==> src/rtl/ndl_pkg.sv <==
// ndl_pkg: shared constants, tables and types for the ni1000 divider linearizer
// used by ndl_divider and ni1000_divider_linearizer; no dependencies
`default_nettype none

package ndl_pkg;

    // field widths
    localparam int SAMPLE_W = 16;
    localparam int WIRE_W   = 14;
    localparam int TEMP_W   = 16;
    localparam int STAT_W   = 2;

    // table size
    localparam int TABLE_POINTS  = 16;
    localparam int STORED_POINTS = 16;
    localparam int USED_POINTS   = (TABLE_POINTS > STORED_POINTS) ? STORED_POINTS :
                                   (TABLE_POINTS < 2) ? 2 : TABLE_POINTS;
    localparam int IDX_W = $clog2(STORED_POINTS);

    // datapath widths
    localparam int U_W    = 37;     // divider voltage, 1e-7 mV units
    localparam int A_W    = 63;     // numerator u * 64e6
    localparam int DIVN_W = 63;     // shared divider numerator
    localparam int DIVD_W = 44;     // shared divider divisor
    localparam int QUO_W  = 21;     // shared divider quotient
    localparam int CNT_W  = $clog2(QUO_W);
    localparam int RES_W  = 17;     // table resistance, 1/64 ohm
    localparam int DY_W   = 14;     // table segment width and offset
    localparam int DX_W   = 16;     // table temperature step

    // voltage mapping and divider constants
    localparam logic [U_W-1:0]  VOLT_OFFSET = 37'd6820720000;
    localparam logic [19:0]     VOLT_STEP   = 20'd984595;
    localparam logic [U_W-1:0]  VOLT_REF    = 37'd100000000000;
    localparam logic [19:0]     MILLION     = 20'd1000000;
    localparam logic [6:0]      HUNDRED     = 7'd100;

    // range limits in 1/64 ohm
    localparam logic [QUO_W-1:0] LOW_LIMIT  = 21'd50560;
    localparam logic [QUO_W-1:0] HIGH_LIMIT = 21'd124800;

    localparam logic signed [TEMP_W-1:0] TEMP_LOW  = -16'sd5000;
    localparam logic signed [TEMP_W-1:0] TEMP_HIGH = 16'sd17400;

    // range status codes
    localparam logic [STAT_W-1:0] STAT_INTERP = 2'd0;
    localparam logic [STAT_W-1:0] STAT_LOW    = 2'd1;
    localparam logic [STAT_W-1:0] STAT_HIGH   = 2'd2;

    // ni1000 table, resistance in 1/64 ohm, temperature in 0.01 C
    localparam logic [RES_W-1:0] RES_TAB [STORED_POINTS] = '{
        17'd50616, 17'd54474, 17'd58463, 17'd62592, 17'd66867, 17'd71295,
        17'd75885, 17'd80644, 17'd85578, 17'd90694, 17'd96001, 17'd101504,
        17'd107212, 17'd113132, 17'd119270, 17'd125635
    };

    localparam logic signed [TEMP_W-1:0] TEMP_TAB [STORED_POINTS] = '{
        -16'sd5000, -16'sd3500, -16'sd2000, -16'sd500, 16'sd1000, 16'sd2500,
        16'sd4000, 16'sd5500, 16'sd7000, 16'sd8500, 16'sd10000, 16'sd11500,
        16'sd13000, 16'sd14500, 16'sd16000, 16'sd17500
    };

    // shared divider result
    typedef struct packed {
        logic             done;
        logic             rem_nz;
        logic [QUO_W-1:0] quotient;
    } div_res_t;

endpackage

`default_nettype wire

==> src/rtl/ndl_divider.sv <==
// ndl_divider: shared restoring divider, one quotient bit per cycle
// depends on ndl_pkg; numerator must be below divisor shifted by QUO_W
`default_nettype none

module ndl_divider (
    input  wire logic                      aclk,
    input  wire logic                      aresetn,
    input  wire logic                      start,
    input  wire logic [ndl_pkg::DIVN_W-1:0] num,
    input  wire logic [ndl_pkg::DIVD_W-1:0] den,
    output ndl_pkg::div_res_t              res
);
    import ndl_pkg::*;

    localparam int SH_W = DIVD_W + QUO_W - 1;

    logic             busy_reg;
    logic             done_reg;
    logic [CNT_W-1:0] cnt_reg;
    logic [DIVN_W-1:0] rem_reg;
    logic [SH_W-1:0]  dsh_reg;
    logic [QUO_W-1:0] quo_reg;
    logic             ge;

    // trial compare of remainder against shifted divisor
    assign ge = {{(SH_W-DIVN_W){1'b0}}, rem_reg} >= dsh_reg;

    // control
    always_ff @(posedge aclk) begin
        if (!aresetn) begin
            busy_reg <= 1'b0;
            done_reg <= 1'b0;
            cnt_reg  <= '0;
        end else begin
            done_reg <= 1'b0;
            if (start) begin
                busy_reg <= 1'b1;
                cnt_reg  <= CNT_W'(QUO_W - 1);
            end else if (busy_reg) begin
                if (cnt_reg == '0) begin
                    busy_reg <= 1'b0;
                    done_reg <= 1'b1;
                end else begin
                    cnt_reg <= cnt_reg - 1'b1;
                end
            end
        end
    end

    // datapath
    always_ff @(posedge aclk) begin
        if (start) begin
            rem_reg <= num;
            dsh_reg <= {den, {(QUO_W-1){1'b0}}};
            quo_reg <= '0;
        end else if (busy_reg) begin
            if (ge) begin
                rem_reg <= rem_reg - dsh_reg[DIVN_W-1:0];
            end
            quo_reg <= {quo_reg[QUO_W-2:0], ge};
            dsh_reg <= dsh_reg >> 1;
        end
    end

    assign res.done     = done_reg;
    assign res.rem_nz   = (rem_reg != '0);
    assign res.quotient = quo_reg;

    a_no_restart: assert property (@(posedge aclk) disable iff (!aresetn)
        start |-> !busy_reg) else $error("divider restarted while busy");
    a_done_after_busy: assert property (@(posedge aclk) disable iff (!aresetn)
        done_reg |-> $past(busy_reg)) else $error("done without a pass");
    a_last_step_done: assert property (@(posedge aclk) disable iff (!aresetn)
        (busy_reg && cnt_reg == '0 && !start) |=> done_reg)
        else $error("last step gave no done");

endmodule

`default_nettype wire

==> src/rtl/ni1000_divider_linearizer.sv <==
// ni1000_divider_linearizer: converter sample to ni1000 temperature
// depends on ndl_pkg and ndl_divider
//
//  channel  ports                               direction
//  s_       s_valid s_ready s_sample            word in
//  m_       m_valid m_ready m_temperature       word out
//           m_range_status
//  cfg_     cfg_we cfg_wdata (wire_resistance)  register write
//
// one word at a time: no divider pass when the wire resistance exceeds the divider
// resistance, one pass when the divider resistance clamps, two when interpolated
// s_ready is high only between words; the next word may enter while a result waits
// a finished result waits in the sequencer if the output register is still full
// aresetn is synchronous, active low; wire_resistance resets to 0
`default_nettype none

module ni1000_divider_linearizer (
    input  wire logic                               aclk,
    input  wire logic                               aresetn,
    input  wire logic                               s_valid,
    output logic                                    s_ready,
    input  wire logic [ndl_pkg::SAMPLE_W-1:0]       s_sample,
    output logic                                    m_valid,
    input  wire logic                               m_ready,
    output logic signed [ndl_pkg::TEMP_W-1:0]       m_temperature,
    output logic [ndl_pkg::STAT_W-1:0]              m_range_status,
    input  wire logic                               cfg_we,
    input  wire logic [ndl_pkg::WIRE_W-1:0]         cfg_wdata
);
    import ndl_pkg::*;

    typedef enum logic [8:0] {
        ST_IDLE   = 9'b000000001,
        ST_DEN    = 9'b000000010,
        ST_WIRE   = 9'b000000100,
        ST_DIFF   = 9'b000001000,
        ST_DIVR   = 9'b000010000,
        ST_SEARCH = 9'b000100000,
        ST_IMUL   = 9'b001000000,
        ST_DIVI   = 9'b010000000,
        ST_DONE   = 9'b100000000
    } state_t;

    state_t state_reg, state_next;

    logic [WIRE_W-1:0]  wire_reg;
    logic [U_W-1:0]     u_reg;
    logic [U_W-1:0]     den_reg;
    logic [A_W-1:0]     a_reg;
    logic [A_W-1:0]     b_reg;
    logic [DIVD_W-1:0]  d_reg;
    logic [QUO_W-1:0]   r_reg;
    logic [DY_W-1:0]    q_reg;
    logic [DY_W-1:0]    dy_reg;
    logic [DX_W-1:0]    dx_reg;
    logic signed [TEMP_W-1:0] base_reg;
    logic signed [TEMP_W-1:0] res_temp_reg;
    logic [STAT_W-1:0]  res_stat_reg;
    logic               m_valid_reg;
    logic signed [TEMP_W-1:0] m_temp_reg;
    logic [STAT_W-1:0]  m_stat_reg;

    logic               accept;
    logic               out_free;
    logic [56:0]        a_prod;
    logic [50:0]        b_prod;
    logic               neg;
    logic [A_W-1:0]     diff;
    logic               lt_first;
    logic               gt_last;
    logic [IDX_W-1:0]   idx;
    logic [31:0]        inum;
    logic               div_start;
    logic [DIVN_W-1:0]  div_num;
    logic [DIVD_W-1:0]  div_den;
    div_res_t           div_res;

    assign accept   = s_valid && s_ready;
    assign s_ready  = (state_reg == ST_IDLE);
    assign out_free = !m_valid_reg || m_ready;

    // wide products and difference
    assign a_prod = 57'(u_reg) * 57'(MILLION);
    assign b_prod = 51'(wire_reg) * 51'(den_reg);
    assign neg    = a_reg < b_reg;
    assign diff   = a_reg - b_reg;

    // segment search over the table
    always_comb begin
        idx = IDX_W'(1);
        for (int i = 1; i < USED_POINTS - 1; i++) begin
            if (r_reg > QUO_W'(RES_TAB[i])) begin
                idx = idx + 1'b1;
            end
        end
    end
    assign lt_first = r_reg < QUO_W'(RES_TAB[0]);
    assign gt_last  = r_reg > QUO_W'(RES_TAB[USED_POINTS-1]);

    // rounded interpolation numerator
    assign inum = ({18'd0, q_reg} * {16'd0, dx_reg} << 1) + {18'd0, dy_reg};

    // shared divider operands
    always_comb begin
        div_start = 1'b0;
        div_num   = diff;
        div_den   = d_reg;
        if (state_reg == ST_DIFF) begin
            div_start = !neg;
        end else if (state_reg == ST_IMUL) begin
            div_start = 1'b1;
            div_num   = DIVN_W'(inum);
            div_den   = DIVD_W'({dy_reg, 1'b0});
        end
    end

    ndl_divider u_div (
        .aclk    (aclk),
        .aresetn (aresetn),
        .start   (div_start),
        .num     (div_num),
        .den     (div_den),
        .res     (div_res)
    );

    // sequencer
    always_comb begin
        state_next = state_reg;
        unique case (state_reg)
            ST_IDLE:   if (accept) state_next = ST_DEN;
            ST_DEN:    state_next = ST_WIRE;
            ST_WIRE:   state_next = ST_DIFF;
            ST_DIFF:   state_next = neg ? ST_DONE : ST_DIVR;
            ST_DIVR: begin
                if (div_res.done) begin
                    if (div_res.quotient < LOW_LIMIT ||
                        div_res.quotient > HIGH_LIMIT ||
                        (div_res.quotient == HIGH_LIMIT && div_res.rem_nz)) begin
                        state_next = ST_DONE;
                    end else begin
                        state_next = ST_SEARCH;
                    end
                end
            end
            ST_SEARCH: state_next = (lt_first || gt_last) ? ST_DONE : ST_IMUL;
            ST_IMUL:   state_next = ST_DIVI;
            ST_DIVI:   if (div_res.done) state_next = ST_DONE;
            ST_DONE:   if (out_free) state_next = ST_IDLE;
            default:   state_next = ST_IDLE;
        endcase
    end

    always_ff @(posedge aclk) begin
        if (!aresetn) begin
            state_reg <= ST_IDLE;
            wire_reg  <= '0;
        end else begin
            state_reg <= state_next;
            if (cfg_we) begin
                wire_reg <= cfg_wdata;
            end
        end
    end

    // datapath registers
    always_ff @(posedge aclk) begin
        unique case (state_reg)
            ST_IDLE: begin
                if (accept) begin
                    u_reg <= VOLT_OFFSET + U_W'(36'(s_sample) * 36'(VOLT_STEP));
                end
            end
            ST_DEN: begin
                den_reg <= VOLT_REF - u_reg;
                a_reg   <= {a_prod[A_W-7:0], 6'd0};
            end
            ST_WIRE: begin
                b_reg <= A_W'({b_prod, 6'd0});
                d_reg <= DIVD_W'(44'(den_reg) * 44'(HUNDRED));
            end
            ST_DIFF: begin
                if (neg) begin
                    res_temp_reg <= TEMP_LOW;
                    res_stat_reg <= STAT_LOW;
                end
            end
            ST_DIVR: begin
                if (div_res.done) begin
                    r_reg <= div_res.quotient;
                    if (div_res.quotient < LOW_LIMIT) begin
                        res_temp_reg <= TEMP_LOW;
                        res_stat_reg <= STAT_LOW;
                    end else begin
                        res_temp_reg <= TEMP_HIGH;
                        res_stat_reg <= STAT_HIGH;
                    end
                end
            end
            ST_SEARCH: begin
                res_stat_reg <= STAT_INTERP;
                res_temp_reg <= lt_first ? TEMP_TAB[0] : TEMP_TAB[USED_POINTS-1];
                q_reg    <= DY_W'(r_reg - QUO_W'(RES_TAB[idx - 1'b1]));
                dy_reg   <= DY_W'(RES_TAB[idx] - RES_TAB[idx - 1'b1]);
                dx_reg   <= DX_W'(TEMP_TAB[idx] - TEMP_TAB[idx - 1'b1]);
                base_reg <= TEMP_TAB[idx - 1'b1];
            end
            ST_IMUL: begin
                res_stat_reg <= STAT_INTERP;
            end
            ST_DIVI: begin
                if (div_res.done) begin
                    res_temp_reg <= base_reg + TEMP_W'(div_res.quotient);
                end
            end
            ST_DONE: begin
                res_stat_reg <= res_stat_reg;
            end
            default: begin
                res_stat_reg <= res_stat_reg;
            end
        endcase
    end

    // output register
    always_ff @(posedge aclk) begin
        if (!aresetn) begin
            m_valid_reg <= 1'b0;
        end else begin
            if (state_reg == ST_DONE && out_free) begin
                m_valid_reg <= 1'b1;
            end else if (m_ready) begin
                m_valid_reg <= 1'b0;
            end
        end
    end

    always_ff @(posedge aclk) begin
        if (state_reg == ST_DONE && out_free) begin
            m_temp_reg <= res_temp_reg;
            m_stat_reg <= res_stat_reg;
        end
    end

    assign m_valid        = m_valid_reg;
    assign m_temperature  = m_temp_reg;
    assign m_range_status = m_stat_reg;

    a_accept_starts: assert property (@(posedge aclk) disable iff (!aresetn)
        accept |=> (state_reg == ST_DEN)) else $error("word accepted but not started");
    a_div_done_state: assert property (@(posedge aclk) disable iff (!aresetn)
        div_res.done |-> (state_reg == ST_DIVR || state_reg == ST_DIVI))
        else $error("divider finished outside a divide state");
    a_low_clamp: assert property (@(posedge aclk) disable iff (!aresetn)
        (m_valid && m_range_status == STAT_LOW) |-> (m_temperature == TEMP_LOW))
        else $error("low clamp with wrong temperature");

endmodule

`default_nettype wire

==> config.mk <==
export PLATFORM = sky130hd
export DESIGN_NAME = ni1000_divider_linearizer
export DESIGN_NICKNAME = d
export VERILOG_FILES = /design/src/rtl/ndl_pkg.sv /design/src/rtl/ndl_divider.sv /design/src/rtl/ni1000_divider_linearizer.sv
export SDC_FILE = /design/constraint.sdc
export NUM_CORES = 2
export LEC_CHECK = 0
export BUFFER_PORTS_ARGS = -buffer_cell sky130_fd_sc_hd__buf_2
export CORE_MARGIN = 2
export CORE_UTILIZATION = 65
export DETAILED_ROUTE_END_ITERATION = 10
export PLACE_DENSITY = 0.81
export SYNTH_ARGS = -nofsm -noshare
export SYNTH_HDL_FRONTEND = slang
export SYNTH_SLANG_ARGS = --single-unit
==> constraint.sdc <==
create_clock -name aclk -period 16.3 [get_ports aclk]
set_input_delay 3.26 -clock aclk [delete_from_list [all_inputs] [get_ports aclk]]
set_output_delay 3.26 -clock aclk [all_outputs]
set_load 0.05 [all_outputs]
# == Word-level counts from Yosys, hierarchy flattened ==
# Memory sizes are Yosys's and may differ from the RTL's.
# Cells that the tools add are included.
# op_classes
add_sub_neg,24
mul,5
magnitude_cmp,22
eq_ne,16
mux,60
bitwise_logic,5
reduce_logical,27
# op_table
operator,n
$mux W63,5
$gt A21 B17 Y1 const B,13
$mux W16,9
$mux W64,2
$mux W44,2
$pmux W9 S9,1
$ge A63 B64 Y1,1
$pmux W16 S4,1
$gt A21 B16 Y1 const B,3
$lt A63 B57 Y1,1
$mux W9,7
$reduce_bool A63 Y1,1
$sub A63 B57 Y63,1
$sub A63 B63 Y63,1
$mux W14,4
$add A4 B1 Y4 const B,13
$mux W4,13
$mul A14 B37 Y51,1
$mul A37 B14 Y51 const B,1
$lt A21 B16 Y1 const B,2
$mul A37 B5 Y42 const B,1
$add A33 B36 Y37 const A,1
$sub A37 B37 Y37 const A,1
$mul A16 B20 Y36 const B,1
38 further kinds,73
# word_totals
reg_bits,514
mem_bits_ro,1056
in_bits,35
out_inout_bits,20
elab_cells,188
memories,4
# memory_table
name,depth,width,read_ports,rd_clocked_by_memory_dff,write_ports,line,text
(no name shown),16,17,1,0,0,ni1000_divider_linearizer.sv:203,dy_reg <= DY_W'(RES_TAB[idx] - RES_TAB[idx - 1'b1]);
(no name shown),16,17,1,0,0,ni1000_divider_linearizer.sv:203,
(no name shown),16,16,1,0,0,ni1000_divider_linearizer.sv:205,base_reg <= TEMP_TAB[idx - 1'b1];
(no name shown),16,16,1,0,0,ni1000_divider_linearizer.sv:204,dx_reg <= DX_W'(TEMP_TAB[idx] - TEMP_TAB[idx - 1'b1]);

# == Longest topological paths before layout ==
# logic_depth
ltp_word,34
mapped_depth,79
ltp_nobuf,74

# == By module ==
# A second synthesis with hierarchy kept.
# hier_totals
hier_cells,7384
area_unflattened_um2,69730.6
# by_module_without_submodules
mod,n_inst,cells_each,area_each_um2,seq_area_each_um2
ni1000_divider_linearizer,1,6208,59437.0,10359.9
ndl_divider,1,1176,10293.6,4174.0

# == Worst setup path before layout ==
# OpenSTA, ideal clock, no wires.
# synth_timing
path_type,register -> register
start,reg r_reg[9]
end,reg dy_reg[13] (data pin)
setup_time_ns,0.263
arrival_ns,14.064
required_time_ns,16.037
path_slack_ns,1.972
stages_incl_launch_ff,75
path_buffers,4
period_less_slack_ns,14.328
path_cell_list,edfxtp_1 > clkbuf_1 > or2_2 > o21ai_0 > a21oi_1 > or2_2 > a41o_1 > fa_1 > nor2_1 > a311o_1 > nor3b_2 > inv_1 > ha_1 > o21a_1 > ha_1 > nand3b_1 > o31a_1 > and2_1 > (+39 left out) > inv_1 > ha_1 > nor2b_1 > o21ai_0 > a21boi_0 > o21ai_0 > a21boi_0 > o21ai_0 > nand2b_1 > and2_1 > o21ai_0 > nand2b_1 > a21o_1 > a21o_1 > a21o_1 > a21oi_1 > xnor2_1 > xnor2_1
# synth_via
elab_chain_cells,34
elab_cells_between_ends,51
classes_between,15 x add/sub; 14 x order compare; 18 x mux; 2 x bitwise; 2 x memory
# synth_rtl
item,line,text
start: declaration,ni1000_divider_linearizer.sv:52,logic [QUO_W-1:0] r_reg;
start signal: assignment,ni1000_divider_linearizer.sv:189,r_reg <= div_res.quotient;
$gt A21 B16 Y1,ni1000_divider_linearizer.sv:92,if (r_reg > QUO_W'(RES_TAB[i])) begin
$mux W2,ni1000_divider_linearizer.sv:92,
$add A4 B1 Y4,ni1000_divider_linearizer.sv:93,idx = idx + 1'b1;
$mux W4,ni1000_divider_linearizer.sv:92,
$add A4 B1 Y4,ni1000_divider_linearizer.sv:93,
$mux W4,ni1000_divider_linearizer.sv:92,
$add A4 B1 Y4,ni1000_divider_linearizer.sv:93,
$mux W4,ni1000_divider_linearizer.sv:92,
(+17 left out),-,
$mux W4,ni1000_divider_linearizer.sv:92,
$add A4 B1 Y4,ni1000_divider_linearizer.sv:93,
$mux W4 (*),ni1000_divider_linearizer.sv:92,
$sub A4 B1 Y4,ni1000_divider_linearizer.sv:203,
$not A4 Y5 (implied by the code),ni1000_divider_linearizer.sv:203,
$mem_v2 Z16 W17,-,
$mux W14 (implied by the code) (2 in a row),ni1000_divider_linearizer.sv:203,
$sub A14 B14 Y14 (*),ni1000_divider_linearizer.sv:203,
end signal: assignment,ni1000_divider_linearizer.sv:203,
end: declaration,ni1000_divider_linearizer.sv:54,logic [DY_W-1:0] dy_reg;
# Mark *: on every way between the ends. The rest lies on a longest branch, timed or not. The select of a mux whose other input is x is not followed.
# A chain may end at the register's enable or synchronous reset.

# == Worst setup path in the final report ==
# Ends and elaborated chain as after synthesis.

==> results.md <==
| Metric | Value | Unit |
|---|---|---|
| Count leader, synth | sky130_fd_sc_hd__inv_1 | - |
| Top cells by area, synth | sky130_fd_sc_hd__fa_1 24%, sky130_fd_sc_hd__edfxtp_1 19%, sky130_fd_sc_hd__ha_1 16%, sky130_fd_sc_hd__inv_1 6.3%, sky130_fd_sc_hd__xnor2_1 3.7% | - |
| Final worst path period share | 93.6 | % |
| Clock skew | 34.7 | ps |
| CTS H-Tree Depth | 2 | - |
| Fraction of synthesized area in multiplexers | 1.01 | % |
| Status | completed | - |
| Type of destination of the critical path | register | - |
| Top cell type's share of synthesized area | 24.3 | % |
| Commonest cells in the netlist | 1166 x sky130_fd_sc_hd__inv_1, 893 x sky130_fd_sc_hd__ha_1, 837 x sky130_fd_sc_hd__fa_1 | - |
| Iteration count of the initial detailed-routing pass | 6 | - |
| Arr. time, crit path | 15670 | ps |
| DRC violation total after the first TritonRoute iteration | 3601 | - |
| Count of filler cells inserted in the layout | 7844 | - |
| Primary FF master, synth | sky130_fd_sc_hd__edfxtp_1 | - |
| Pin count of the biggest net entering global routing | 79 | - |
| Clock transition at the registers of the reported paths | 70 | ps |
| Simple-gate share of the synthesized area | 13.3 | % |
| Number of buffer cells added on primary ports | 54 | - |
| Root buffer cell | sky130_fd_sc_hd__clkbuf_16 | - |
| Worst min-delay path class | register to register | - |
| Number of nets with antenna violations after routing | 0 | - |
| Core area | 105000 | um2 |
| Wirelength per Cell | 20.5 | um |
| Inserted Clock Buffers | 58 | - |
| Setup violation total in the final timing report | 0 | - |
| Initial antenna violation count | 7 | - |
| Overall global routing resource usage | 33.0 | % |
| Worst rel slew slack | 17.4 | % |
| Synthesized flop and latch total | 508 | - |
| Shortest clock period the worst path allows after layout | 15250 | ps |
| Setup slack of the worst register-to-register path | 1050 | ps |
| Post-detailed-route via-to-cell ratio | 6.03 | - |
| Detailed Place HPWL | 139 | mm |
| Initial core utilization | 65.5 | % |
| Fraction of the yosys area taken by sequential cells | 21.1 | % |
| Boundary Pins | 55 | - |
| Highest clock rate | 65.6 | MHz |
| Max FFs per register | 64 | - |
| Count of final max-slew check failures | 0 | - |
| Number of cell rows | 119 | - |
| Die span in x | 330 | um |
| Sequential cell area | 14500 | um2 |
| Count of mapped cells out of synthesis | 7127 | - |
| Arithmetic-cell share of the synthesized area counting full adders, half adders and majority gates | 40.5 | % |
| Number of enable-type register cells in the synthesized netlist | 436 | - |
| Final Hold Viols | 0 | - |
| Number of warning messages in the yosys log | 0 | - |
| Clock latency on the worst-skew pair | 680 | ps |
| Most area-hungry cell type in the Yosys netlist | sky130_fd_sc_hd__fa_1 | - |
| Netlist area before placement | 68900 | um2 |
| Cell mode on critical path | sky130_fd_sc_hd__ha_1 | - |
| CTS tree | built | - |
| XOR/XNOR share of the synthesized area | 5.26 | % |
| Share of post-route cells with drive strength above 1 | 4.27 | % |
| Area of all placed cells without fillers | 72500 | um2 |
| Area of the die | 109000 | um2 |
| Slew at the pin with the worst max-slew slack | 1210 | ps |
| DRC violation count after routing | 0 | - |
| Maximum fanout along the worst path | 22 | - |
| Vias in the first global route | 54000 | - |
| Area Growth Syn to Fin | 5.13 | % |
| Smallest setup slack after layout | 1050 | ps |
| Number of max-cap violations | 0 | - |
| Worst setup SP type | register | - |
| Wire length of the first global-routing pass | 283 | mm |
| Combinational family with the most area after synthesis | adder cells | - |
| CTS Sinks | 508 | - |
| Avg Cell Area, Syn | 9.67 | um2 |
| Overflow after GRT | 0 | - |
| Delay of the slowest critical-path stage | 600 | ps |
| Number of nets in the final layout | 8838 | - |
| Area after detailed placement | 70600 | um2 |
| Die height | 330 | um |
| Maximum buffer depth of the clock tree | 3 | - |
| Endpoint required time on the critical path | 16720 | ps |
| Count of vias placed by the detailed router | 51400 | - |
| Synthesized Nets | 8892 | - |
| Area of the multi-input gates | 49200 | um2 |
| Routability-driven placement congestion ratio | 0.952 | - |
| Type of the setup path with the least slack | register to register | - |
| Post-Place Worst Slack | 829 | ps |
| Final WL | 174 | mm |
| Share of the synthesized area in compound gates (AO/OA/AOI/OAI) | 11.2 | % |
| Critical-path top delay cell | sky130_fd_sc_hd__edfxtp_1 | - |
| Proportion of synthesized flip-flops having asynchronous set or reset | 0 | % |
| Number of unique standard cell types used by synthesis | 104 | - |
## critical path, delay by kind of cell (launching register included)
kind                       cells  cell delay (ps)
AOI/OAI and AO/OA             23             4650
xor gates and xnor gates       3              470
adders and majority gates     12             3680
buffers and inverters          9             1300
DFF                            1              600
muxes                          1              280
and+or+nand+nor               23             4010
## placed cells by master (no fill, tap or decap), drive strengths merged, types with 19 or more instances in the layout
master	count
inv	1173
ha	893
fa	837
nand2	660
edfxtp	436
a21oi	345
and2	294
xnor2	289
nor2	255
o21ai	208
a21o	157
nand3	126
xor2	117
buf	112
nor3	85
dfxtp	72
clkbuf	70
nor2b	63
mux2i	63
and3	60
nand2b	60
o21bai	59
o21a	55
a211oi	49
nand4	48
a31oi	41
nor4	41
or2	36
or3	36
a21boi	33
o211ai	30
a22o	29
clkinv	25
a211o	21
o31ai	19
## per-layer routing
metal  GRT usage, %  up-vias  share of wire, %
li1               -    23600                 -
met1           39.6    25400                38
met2           57.7     1812                50
met3           5.45      523               6.5
met4           15.9       12               5.3
met5              0        -             0.049
## path summary, 6_finish.rpt
kind | from | to | cells past startpoint
max | r_reg[9] | dy_reg[13] | 71
min | res_temp_reg[9] | m_temperature[9] | 0
max reg2reg | r_reg[9] | dy_reg[13] | 71
min reg2reg | res_temp_reg[9] | m_temperature[9] | 0
## what timing repair did
item / 4_1_cts / 5_1_grt
resized for setup: 0 / 4
buffers inserted: 0 / 1
hold buffers: 0 / 0
endpoints found under the setup margin: 0 / 2
## cells by family after synthesis
logic type	Yosys count
AO/OA/AOI/OAI	1179
other	1
XOR/XNOR	409
flip-flops	508
buffers and inverters	1392
AND/OR/NAND/NOR	1839
adder cells (fa/ha/maj)	1731
multiplexers	68
## area by class of cell
| class | count | share of cell area [%] |
|---|---|---|
| multi-input cells | 5227 | 67.9 |
| flip-flops and latches | 508 | 20.1 |
| inverters | 1166 | 6.04 |
| well taps | 1391 | 2.40 |
| clock buffers | 70 | 2.11 |
| repair buffers | 112 | 0.979 |
| clock inverters | 38 | 0.482 |
| diodes | 2 | 0.00691 |
## per-stage QoR
step	utilization, %	std cells	TNS (ps)	hold slack (ps)
floorplan	-	7127	0	400
global placement	67.0	8402	0	403
detailed placement	67.0	8402	0	407
CTS	68.8	8510	0	420
global route	68.8	8512	-12.4	428
finish	68.9	8514	0	421
Power is not shown: default switching activity piles up to over one toggle a cycle in this logic, so the estimate is an artifact.
